[src/sv/wbps_pkg.sv]
package wbps_pkg;

    // Request codes carried by req_type
    localparam logic [1:0] REQ_LOAD    = 2'd0;
    localparam logic [1:0] REQ_STREAM  = 2'd1;
    localparam logic [1:0] REQ_RESTART = 2'd2;

    // Pattern byte that matches any stream byte ('b')
    localparam logic [7:0] WILDCARD_BYTE = 8'd98;

    // Effective pattern length width, enough for lengths up to 256
    localparam int LEN_W = 9;

    // Register map (byte addresses)
    localparam logic [2:0] ADDR_PATTERN_LENGTH = 3'd0;

    // Broadcast control to every cell of the chain
    typedef struct packed {
        logic step;   // a stream byte advances the matcher
        logic clear;  // restart: drop all prefix flags
    } t_cell_ctl;

endpackage

[src/sv/wbps_cell.sv]
module wbps_cell
    import wbps_pkg::*;
#(
    parameter int IDX = 0
) (
    input  logic             i_clk,
    input  logic             i_rst_n,
    input  t_cell_ctl        i_ctl,
    input  logic             i_wr,
    input  logic [7:0]       i_byte,
    input  logic [LEN_W-1:0] i_len,
    input  logic             i_prev,
    output logic             o_flag,
    output logic             o_end_hit
);

    logic [7:0] r_pat;
    logic       r_flag;
    logic       n_flag;
    logic       w_in_use;
    logic       w_is_end;
    logic       w_eq;
    logic       w_hit;

    // Position decode against the active pattern length
    assign w_in_use = i_len > LEN_W'(IDX);
    assign w_is_end = i_len == LEN_W'(IDX + 1);

    // Byte compare, wildcard matches anything
    assign w_eq  = (r_pat == WILDCARD_BYTE) || (r_pat == i_byte);
    assign w_hit = w_in_use && w_eq && i_prev;

    always_comb begin
        n_flag = r_flag;
        if (i_ctl.clear) begin
            n_flag = 1'b0;
        end else if (i_ctl.step) begin
            n_flag = w_hit;
        end
    end

    // Prefix flag
    always_ff @(posedge i_clk) begin
        if (!i_rst_n) begin
            r_flag <= 1'b0;
        end else begin
            r_flag <= n_flag;
        end
    end

    // Pattern byte, no reset
    always_ff @(posedge i_clk) begin
        if (i_wr) begin
            r_pat <= i_byte;
        end
    end

    assign o_flag    = r_flag;
    assign o_end_hit = w_hit && w_is_end;

endmodule

[src/sv/wildcard_byte_pattern_search_top.sv]
// Throughput: one transaction per cycle while the skid entry is empty; every byte updates
// all matcher cells in parallel, and a two-entry output stage (register plus skid) keeps
// input flowing while a result waits; each result is registered in that output stage.
// Reset: synchronous, active low; clears prefix flags, offset, done flag and output stage,
// sets pattern_length to 1. Pattern bytes are not reset and must be loaded before use.
module wildcard_byte_pattern_search_top
    import wbps_pkg::*;
#(
    parameter int MAX_PATTERN = 128
) (
    input  logic        i_clk,
    input  logic        i_rst_n,
    // input channel
    input  logic        i_in_valid,
    output logic        o_in_ready,
    input  logic [1:0]  i_req_type,
    input  logic [6:0]  i_pattern_index,
    input  logic [7:0]  i_byte_value,
    input  logic        i_last_byte,
    // output channel
    output logic        o_out_valid,
    input  logic        i_out_ready,
    output logic        o_found,
    output logic [31:0] o_match_offset,
    // configuration port
    input  logic        psel,
    input  logic        penable,
    input  logic        pwrite,
    input  logic [2:0]  paddr,
    input  logic [31:0] pwdata,
    output logic [31:0] prdata,
    output logic        pready
);

    localparam logic [LEN_W-1:0] MAX_LEN = LEN_W'(MAX_PATTERN);

    logic [7:0]       r_pattern_length;
    logic [31:0]      r_offset;
    logic             r_done;
    logic             r_out_valid;
    logic             r_out_found;
    logic [31:0]      r_out_offset;
    logic             r_skid_valid;
    logic             r_skid_found;
    logic [31:0]      r_skid_offset;

    logic             w_accept;
    logic             w_step;
    logic             w_load;
    logic [LEN_W-1:0] w_len_raw;
    logic [LEN_W-1:0] w_len;
    t_cell_ctl        w_ctl;
    logic [MAX_PATTERN-1:0] w_flag;
    logic [MAX_PATTERN-1:0] w_end_hit;
    logic             w_match;
    logic             w_push;
    logic             w_pop;
    logic             w_res_found;
    logic [31:0]      w_res_offset;

    // Configuration register
    assign pready = 1'b1;

    always_ff @(posedge i_clk) begin
        if (!i_rst_n) begin
            r_pattern_length <= 8'd1;
        end else if (psel && penable && pwrite && (paddr[2] == ADDR_PATTERN_LENGTH[2])) begin
            r_pattern_length <= pwdata[7:0];
        end
    end

    assign prdata = (paddr[2] == ADDR_PATTERN_LENGTH[2]) ? {24'd0, r_pattern_length} : 32'd0;

    // Effective length: 0 acts as 1, clamp at the cell count
    assign w_len_raw = {1'b0, r_pattern_length};
    always_comb begin
        if (w_len_raw == '0) begin
            w_len = LEN_W'(1);
        end else if (w_len_raw > MAX_LEN) begin
            w_len = MAX_LEN;
        end else begin
            w_len = w_len_raw;
        end
    end

    // Request decode
    assign o_in_ready = !r_skid_valid;
    assign w_accept   = i_in_valid && o_in_ready;
    assign w_load     = w_accept && (i_req_type == REQ_LOAD);
    assign w_step     = w_accept && (i_req_type == REQ_STREAM) && !r_done;
    assign w_ctl.step  = w_step;
    assign w_ctl.clear = w_accept && (i_req_type == REQ_RESTART);

    // Chain of matcher cells
    genvar k;
    generate
        for (k = 0; k < MAX_PATTERN; k++) begin : g_cell
            logic w_prev;
            logic w_wr;
            if (k == 0) begin : g_head
                assign w_prev = 1'b1;
            end else begin : g_body
                assign w_prev = w_flag[k-1];
            end
            assign w_wr = w_load && ({1'b0, i_pattern_index} == 8'(k));
            wbps_cell #(
                .IDX (k)
            ) u_cell (
                .i_clk     (i_clk),
                .i_rst_n   (i_rst_n),
                .i_ctl     (w_ctl),
                .i_wr      (w_wr),
                .i_byte    (i_byte_value),
                .i_len     (w_len),
                .i_prev    (w_prev),
                .o_flag    (w_flag[k]),
                .o_end_hit (w_end_hit[k])
            );
        end
    endgenerate

    // Result of this byte
    assign w_match      = |w_end_hit;
    assign w_push       = w_step && (w_match || i_last_byte);
    assign w_res_found  = w_match;
    assign w_res_offset = w_match ? (r_offset - 32'(w_len - LEN_W'(1))) : 32'd0;

    // Offset counter and done flag
    always_ff @(posedge i_clk) begin
        if (!i_rst_n) begin
            r_offset <= 32'd0;
            r_done   <= 1'b0;
        end else if (w_ctl.clear) begin
            r_offset <= 32'd0;
            r_done   <= 1'b0;
        end else if (w_step) begin
            r_offset <= r_offset + 32'd1;
            if (w_push) begin
                r_done <= 1'b1;
            end
        end
    end

    // Output register with skid entry
    assign w_pop = r_out_valid && i_out_ready;

    always_ff @(posedge i_clk) begin
        if (!i_rst_n) begin
            r_out_valid  <= 1'b0;
            r_skid_valid <= 1'b0;
        end else begin
            if (!r_out_valid || (w_pop && !r_skid_valid)) begin
                r_out_valid <= w_push;
            end else if (!w_pop && w_push) begin
                r_skid_valid <= 1'b1;
            end else if (w_pop && r_skid_valid) begin
                r_skid_valid <= 1'b0;
            end
        end
    end

    always_ff @(posedge i_clk) begin
        if (!r_out_valid || (w_pop && !r_skid_valid)) begin
            r_out_found  <= w_res_found;
            r_out_offset <= w_res_offset;
        end else if (w_pop && r_skid_valid) begin
            r_out_found  <= r_skid_found;
            r_out_offset <= r_skid_offset;
        end
        if (r_out_valid && !w_pop && !r_skid_valid) begin
            r_skid_found  <= w_res_found;
            r_skid_offset <= w_res_offset;
        end
    end

    assign o_out_valid    = r_out_valid;
    assign o_found        = r_out_found;
    assign o_match_offset = r_out_offset;

endmodule

[config.mk]
export PLATFORM = sky130hd
export DESIGN_NAME = wildcard_byte_pattern_search_top
export DESIGN_NICKNAME = d
export VERILOG_FILES = /design/src/sv/wbps_pkg.sv /design/src/sv/wbps_cell.sv /design/src/sv/wildcard_byte_pattern_search_top.sv
export SDC_FILE = /design/constraint.sdc
export NUM_CORES = 2
export LEC_CHECK = 0
export BUFFER_PORTS_ARGS = -buffer_cell sky130_fd_sc_hd__buf_2
export CAP_MARGIN = 20
export CORE_MARGIN = 4
export CORE_UTILIZATION = 54
export DETAILED_ROUTE_END_ITERATION = 12
export HOLD_SLACK_MARGIN = 0.03
export PLACE_DENSITY = 0.67
export SETUP_SLACK_MARGIN = 0.02
export SYNTH_ARGS = -nofsm -noshare
export SYNTH_HDL_FRONTEND = slang
export SYNTH_HIERARCHICAL = 1
export SYNTH_SLANG_ARGS = --single-unit
export TNS_END_PERCENT = 30
[constraint.sdc]
create_clock -name i_clk -period 21.3 [get_ports i_clk]
set_clock_uncertainty 0.05 [all_clocks]
set_input_delay 2.13 -clock i_clk [delete_from_list [all_inputs] [get_ports i_clk]]
set_output_delay 2.13 -clock i_clk [all_outputs]
set_load 0.02 [all_outputs]
=== After elaboration in Yosys (flattened, before gate mapping) ===
Index checks and enable logic that the tools add are counted.

* Register bits after elaboration: 1260
* Input bits: 60

* $add $sub $neg: 3
* Order comparisons: 129
* Equal/unequal tests: 513
* Mux-type cells: 10
* Bitwise logic cells: 3
* Reduce and logical (&&, ||, !) cells: 669

{| class="wikitable"
|+ Operators with widths
! kind !! count
|-
| 8-bit by 7-bit == test with 1-bit output (second input constant) || 192
|-
| 8-bit == test || 128
|-
| 1-bit logical AND || 526
|-
| 8-bit by 7-bit > comparator with 1-bit output (second input constant) || 64
|-
| 7-bit == test (second input constant) || 64
|-
| 8-bit by 6-bit == test with 1-bit output (second input constant) || 32
|-
| 8-bit by 6-bit > comparator with 1-bit output (second input constant) || 32
|-
| 7-bit by 6-bit == test with 1-bit output (second input constant) || 32
|-
| 1-bit logical OR || 130
|-
| 8-bit by 5-bit == test with 1-bit output (second input constant) || 16
|-
| 8-bit by 5-bit > comparator with 1-bit output (second input constant) || 16
|-
| 128-bit OR reduction || 1
|-
| 7-bit by 5-bit == test with 1-bit output (second input constant) || 16
|-
| 32-bit two-way mux || 3
|-
| 8-bit by 4-bit == test with 1-bit output (second input constant) || 8
|-
| 8-bit by 4-bit > comparator with 1-bit output (second input constant) || 8
|-
| 7-bit by 4-bit == test with 1-bit output (second input constant) || 8
|-
| 32-bit by 1-bit adder with 32-bit output (second input constant) || 1
|-
| 8-bit by 3-bit == test with 1-bit output (second input constant) || 4
|-
| 8-bit by 3-bit > comparator with 1-bit output (second input constant) || 4
|-
| 32-bit subtractor || 1
|-
| 7-bit by 3-bit == test with 1-bit output (second input constant) || 4
|-
| 8-bit two-way mux || 3
|-
| 8-bit by 2-bit == test with 1-bit output (second input constant) || 2
|-
| other kinds (19) || 32
|}

=== Depth between registers and ports, before layout ===
* Depth after elaboration: 13
* Depth in mapped cells: 17

=== Worst setup path before layout ===
No wires, ideal clock.

* Path kind: input to register
* From: input i_in_valid
* To: register r_offset[0]
* Setup time: 128 ps
* Data arrival time: 11621 ps
* Path slack: 9501 ps
* Stages: 6
* Buffers on the path: 2
* Path through: nand2_1 > nor3b_1 > nand2b_1 > clkbuf_1 > clkbuf_1 > nor2_1

{| class="wikitable"
|+ RTL lines
! element !! line !! text
|-
| start: declaration || wildcard_byte_pattern_search_top.sv:14 || <nowiki>input logic i_in_valid,</nowiki>
|-
| end signal: assignment || wildcard_byte_pattern_search_top.sv:137 || <nowiki>r_offset <= r_offset + 32'd1;</nowiki>
|-
| end: declaration || wildcard_byte_pattern_search_top.sv:38 || <nowiki>logic [31:0] r_offset;</nowiki>
|}

=== Final worst setup path ===
* From: input i_byte_value[6]
* To: register r_out_offset[22], in the netlist o_match_offset[22] (data pin)

* Cells in the longest elaborated chain, start to end: 8
* Elaborated cells between the ends (all ways): 642

{| class="wikitable"
|+ Ends and longest elaborated chain
! element !! line !! text
|-
| start: declaration || wildcard_byte_pattern_search_top.sv:18 || <nowiki>input logic [7:0] i_byte_value,</nowiki>
|-
| 8-bit == test || wbps_cell.sv:30 || <nowiki>assign w_eq = (r_pat == WILDCARD_BYTE) || (r_pat == i_byte);</nowiki>
|-
| 1-bit logical OR || wbps_cell.sv:30 ||
|-
| 1-bit logical AND (2 in series) || wbps_cell.sv:31 || <nowiki>assign w_hit = w_in_use && w_eq && i_prev;</nowiki>
|-
| 1-bit logical AND || wbps_cell.sv:59 || <nowiki>assign o_end_hit = w_hit && w_is_end;</nowiki>
|-
| named net w_end_hit[33] || wildcard_byte_pattern_search_top.sv:54 || <nowiki>logic [MAX_PATTERN-1:0] w_end_hit;</nowiki>
|-
| 128-bit OR reduction || wildcard_byte_pattern_search_top.sv:123 || <nowiki>assign w_match = |w_end_hit;</nowiki>
|-
| named net w_match || wildcard_byte_pattern_search_top.sv:55 || <nowiki>logic w_match;</nowiki>
|-
| 32-bit two-way mux || wildcard_byte_pattern_search_top.sv:126 || <nowiki>assign w_res_offset = w_match ? (r_offset - 32'(w_len - LEN_W'(1))) : 32'd0;</nowiki>
|-
| 32-bit two-way mux || wildcard_byte_pattern_search_top.sv:163 || <nowiki>if (!r_out_valid || (w_pop && !r_skid_valid)) begin</nowiki>
|-
| end signal: assignment || wildcard_byte_pattern_search_top.sv:165 || <nowiki>r_out_offset <= w_res_offset;</nowiki>
|-
| end signal: assignment || wildcard_byte_pattern_search_top.sv:168 || <nowiki>r_out_offset <= r_skid_offset;</nowiki>
|-
| end: declaration || wildcard_byte_pattern_search_top.sv:42 || <nowiki>logic [31:0] r_out_offset;</nowiki>
|}

The timed path passes the listed nets, and every way through them passes these cells.
A chain may end at the register's enable or synchronous reset.

==> insert_results.sql <==
INSERT INTO impl_metrics (metric_group, metric, value, unit) VALUES
('synthesis', 'synth.cell_area', '65700', 'um^2'),
('worst_setup_path', 'arrival', '8.09', 'ns'),
('worst_setup_path', 'r2r_end', 'o_match_offset[22]', ''),
('timing', 'timing.final.crit_share', '0.359', ''),
('synthesis', 'synth.yosys.warnings', '6', ''),
('worst_hold_path', 'hold_path_depth', '2', ''),
('place', 'dpl.cell_count', '7180', ''),
('route', 'number_of_vias_per_cell', '6.05', ''),
('run_status', 'run_status', 'complete, no violations', ''),
('layout', 'area.growth.synth_to_final', '12.6', '%'),
('place', 'placed_cell_area', '69500', 'um^2'),
('timing', 'finalSetupViolations', '0', ''),
('cts', 'cts_repair_resize_count', '0', ''),
('cts', 'htree_levels', '4', ''),
('layout', 'post-route-util', '0.615', ''),
('timing', 'report.final.hold_viol_count', '0', ''),
('layout', 'antenna_cells', '0', ''),
('run', 'cap_violations', '0', ''),
('layout', 'leading_cell_types_in_the_layout_fill_and_taps_excluded', 'sky130_fd_sc_hd__edfxtp_1 (1090), sky130_fd_sc_hd__xor2_1 (924), sky130_fd_sc_hd__nor2_1 (372)', ''),
('timing', 'rsz_0062_raised_after_global_routing', 'false', ''),
('pwr', 'ir_drop', '0.0856', 'mV'),
('cts', 'clockRootBuffer', 'sky130_fd_sc_hd__clkbuf_16', ''),
('worst_setup_path', 'worstSetupPathType', 'in -> reg', ''),
('timing', 'timing_worst_slew_pin_value', '1.18', 'ns'),
('layout', 'drive_above_1_share', '0.118', ''),
('place', 'pre_cts_ws', '12.79', 'ns'),
('worst_setup_path', 'regToRegSetupSlack', '13.82', 'ns'),
('pwr', 'powerDensity', '72.7', 'nW/um^2'),
('worst_setup_path', 'critical_path.startpoint_type', 'primary input', ''),
('place', 'place.port_buffers', '76', ''),
('cts', 'clk_latency', '0.77', 'ns'),
('cts', 'cts.clk_slew.worst_paths', '0.06', 'ns'),
('worst_setup_path', 'element_type_at_the_critical_path_end', 'flip-flop', ''),
('floorplanning', 'rows', '127', ''),
('floorplanning', 'die_height', '357', 'um'),
('layout', 'final_nets', '5808', ''),
('pwr', 'static-leakage-power', '24.4', 'nW'),
('cts', 'clock_sinks', '1260', ''),
('timing', 'post-route-worst-setup-slack', '13.66', 'ns'),
('layout', 'mostFrequentLayoutCell', 'sky130_fd_sc_hd__edfxtp_1', ''),
('floorplanning', 'start_util', '0.546', ''),
('timing', 'slew_headroom', '0.210', ''),
('place', 'post-dp-hpwl', '94000', 'um'),
('grt', 'grt_pass1_vias', '45091', ''),
('route', 'wl_per_cell', '21.6', 'um'),
('cts', 'tritoncts', 'done', ''),
('worst_hold_path', 'worstHoldEndpoint', 'r_done', ''),
('cts', 'cts_buffer_depth', '3', ''),
('grt', 'grt_pass1_wl', '253000', 'um'),
('cts', 'cts_setup_buffers', '0', ''),
('synthesis', 'gate_count_after_technology_mapping', '5247', ''),
('cts', 'cts-hold-fix-buffers', '0', ''),
('route', 'route.antenna.remaining_nets', '0', ''),
('layout', 'final_cell_count_no_fill', '7433', ''),
('route', 'drt-total-wl', '161000', 'um'),
('timing', 'period_needed', '7.64', 'ns'),
('route', 'dr.pass1.iters', '6', ''),
('grt', 'pin_count_of_the_biggest_net_entering_global_routing', '183', ''),
('route', 'detailroute.via_count', '44942', ''),
('floorplanning', 'fp.dieW', '357', 'um'),
('worst_setup_path', 'critPathRequiredTime', '21.74', 'ns'),
('worst_hold_path', 'hold_path.startpoint', 'r_done', ''),
('cts', 'numCtsBuffers', '139', ''),
('floorplanning', 'design.core.area', '120000', 'um^2'),
('grt', 'gr_overflow_total', '0', ''),
('worst_hold_path', 'timing.hold.worst.class', 'reg -> reg', ''),
('worst_setup_path', 'r2r_start', 'r_pattern_length[3]', ''),
('route', 'remaining_drc_errors', '0', ''),
('route', 'dr.first_iter.drc_count', '3503', ''),
('worst_setup_path', 'r2r_cells', '16', ''),
('worst_setup_path', 'timing.critical_path.fanout_max', '64', ''),
('floorplanning', 'die_area', '127000', 'um^2'),
('timing', 'clock.fmax', '0.131', 'GHz'),
('synthesis', 'post_synth.cell_area_avg', '12.5', 'um^2'),
('timing', 'setup_total_negative_slack', '0', 'ns'),
('timing', 'timing_max_transition_violations_final', '0', ''),
('floorplanning', 'top_level_ports', '128', ''),
('place', 'place_congestion', '0.825', ''),
('grt', 'groute.usage.overall', '0.250', ''),
('layout', 'post-route-cell-area', '74000', 'um^2'),
('grt', 'antenna_found_initial', '5', '');
-- power breakdown --
group          internal, W  switching, W  total [W]  leakage, nW
clock network      0.00141      0.000953    0.00236         2.21
logic            0.0000973      0.000240   0.000338         11.0
registers          0.00268    0.00000265    0.00268         11.2
-- layer usage --
| layer | track usage | wire, um | vias to the layer above | share of wire |
|---|---|---|---|---|
| li1 | - | - | 21074 | - |
| met1 | 0.342 | 72200 | 22328 | 0.45 |
| met2 | 0.413 | 75400 | 1286 | 0.47 |
| met3 | 0.0393 | 9010 | 250 | 0.056 |
| met4 | 0.0772 | 4080 | 4 | 0.025 |
| met5 | 0 | 27 | - | 0.00017 |
-- worst max-delay path, cell delays in order --
cell and delay, ns:
sky130_fd_sc_hd__buf_8 0.42, sky130_fd_sc_hd__buf_4 0.74, sky130_fd_sc_hd__buf_4 0.70, sky130_fd_sc_hd__buf_4 0.75, sky130_fd_sc_hd__xor2_1 0.20, sky130_fd_sc_hd__nor4_1 0.07, sky130_fd_sc_hd__a22oi_1 0.30, sky130_fd_sc_hd__nor2_1 0.10
sky130_fd_sc_hd__nor4_1 0.43, sky130_fd_sc_hd__nand4_1 0.37, sky130_fd_sc_hd__or4_1 0.66, sky130_fd_sc_hd__nor2_4 0.12, sky130_fd_sc_hd__buf_4 0.46, sky130_fd_sc_hd__inv_2 0.11, sky130_fd_sc_hd__nand2_1 0.26, sky130_fd_sc_hd__o21ai_0 0.14
-- layout make-up --
type | instances | area (um^2)
inverters | 48 | 185
repair buffers | 154 | 1180
flip-flops and latches | 1260 | 36100
clock buffers | 186 | 3870
clock inverters | 66 | 626
fillers | 9442 | 46400
multi-input cells | 4107 | 30000
well taps | 1612 | 2020
-- registers in the layout, summed over array words and instances (netlist names) --
name and flops:
o_found 1, o_match_offset 32, r_done 1, g_cell.u_cell/o_flag 127, r_pattern_length 8, r_skid_valid 1, r_offset 32, g_cell.u_cell/r_pat 1024
o_out_valid 1, r_skid_offset 32, r_skid_found 1
-- how the worst max path moves through the flow --
stage	depth (start not counted)	to	startpoint
after floorplan	6	r_offset[0]	i_in_valid
after global placement	16	o_match_offset[23]	i_byte_value[6]
after detailed placement	16	o_match_offset[22]	i_byte_value[6]
after CTS	16	o_match_offset[22]	i_byte_value[6]
after global routing	16	o_match_offset[31]	i_byte_value[6]
final	16	o_match_offset[22]	i_byte_value[6]
-- through the flow --
| step | hold slack [ns] | power (W) |
|---|---|---|
| finish | 0.395 | 0.00538 |
| global route | 0.429 | 0.00558 |
| CTS | 0.398 | 0.00543 |
| detailed placement | 0.389 | 0.00307 |
| global placement | 0.383 | 0.00307 |
| floorplan | 0.376 | 0.00293 |
Power figures use the tool's default switching activity.
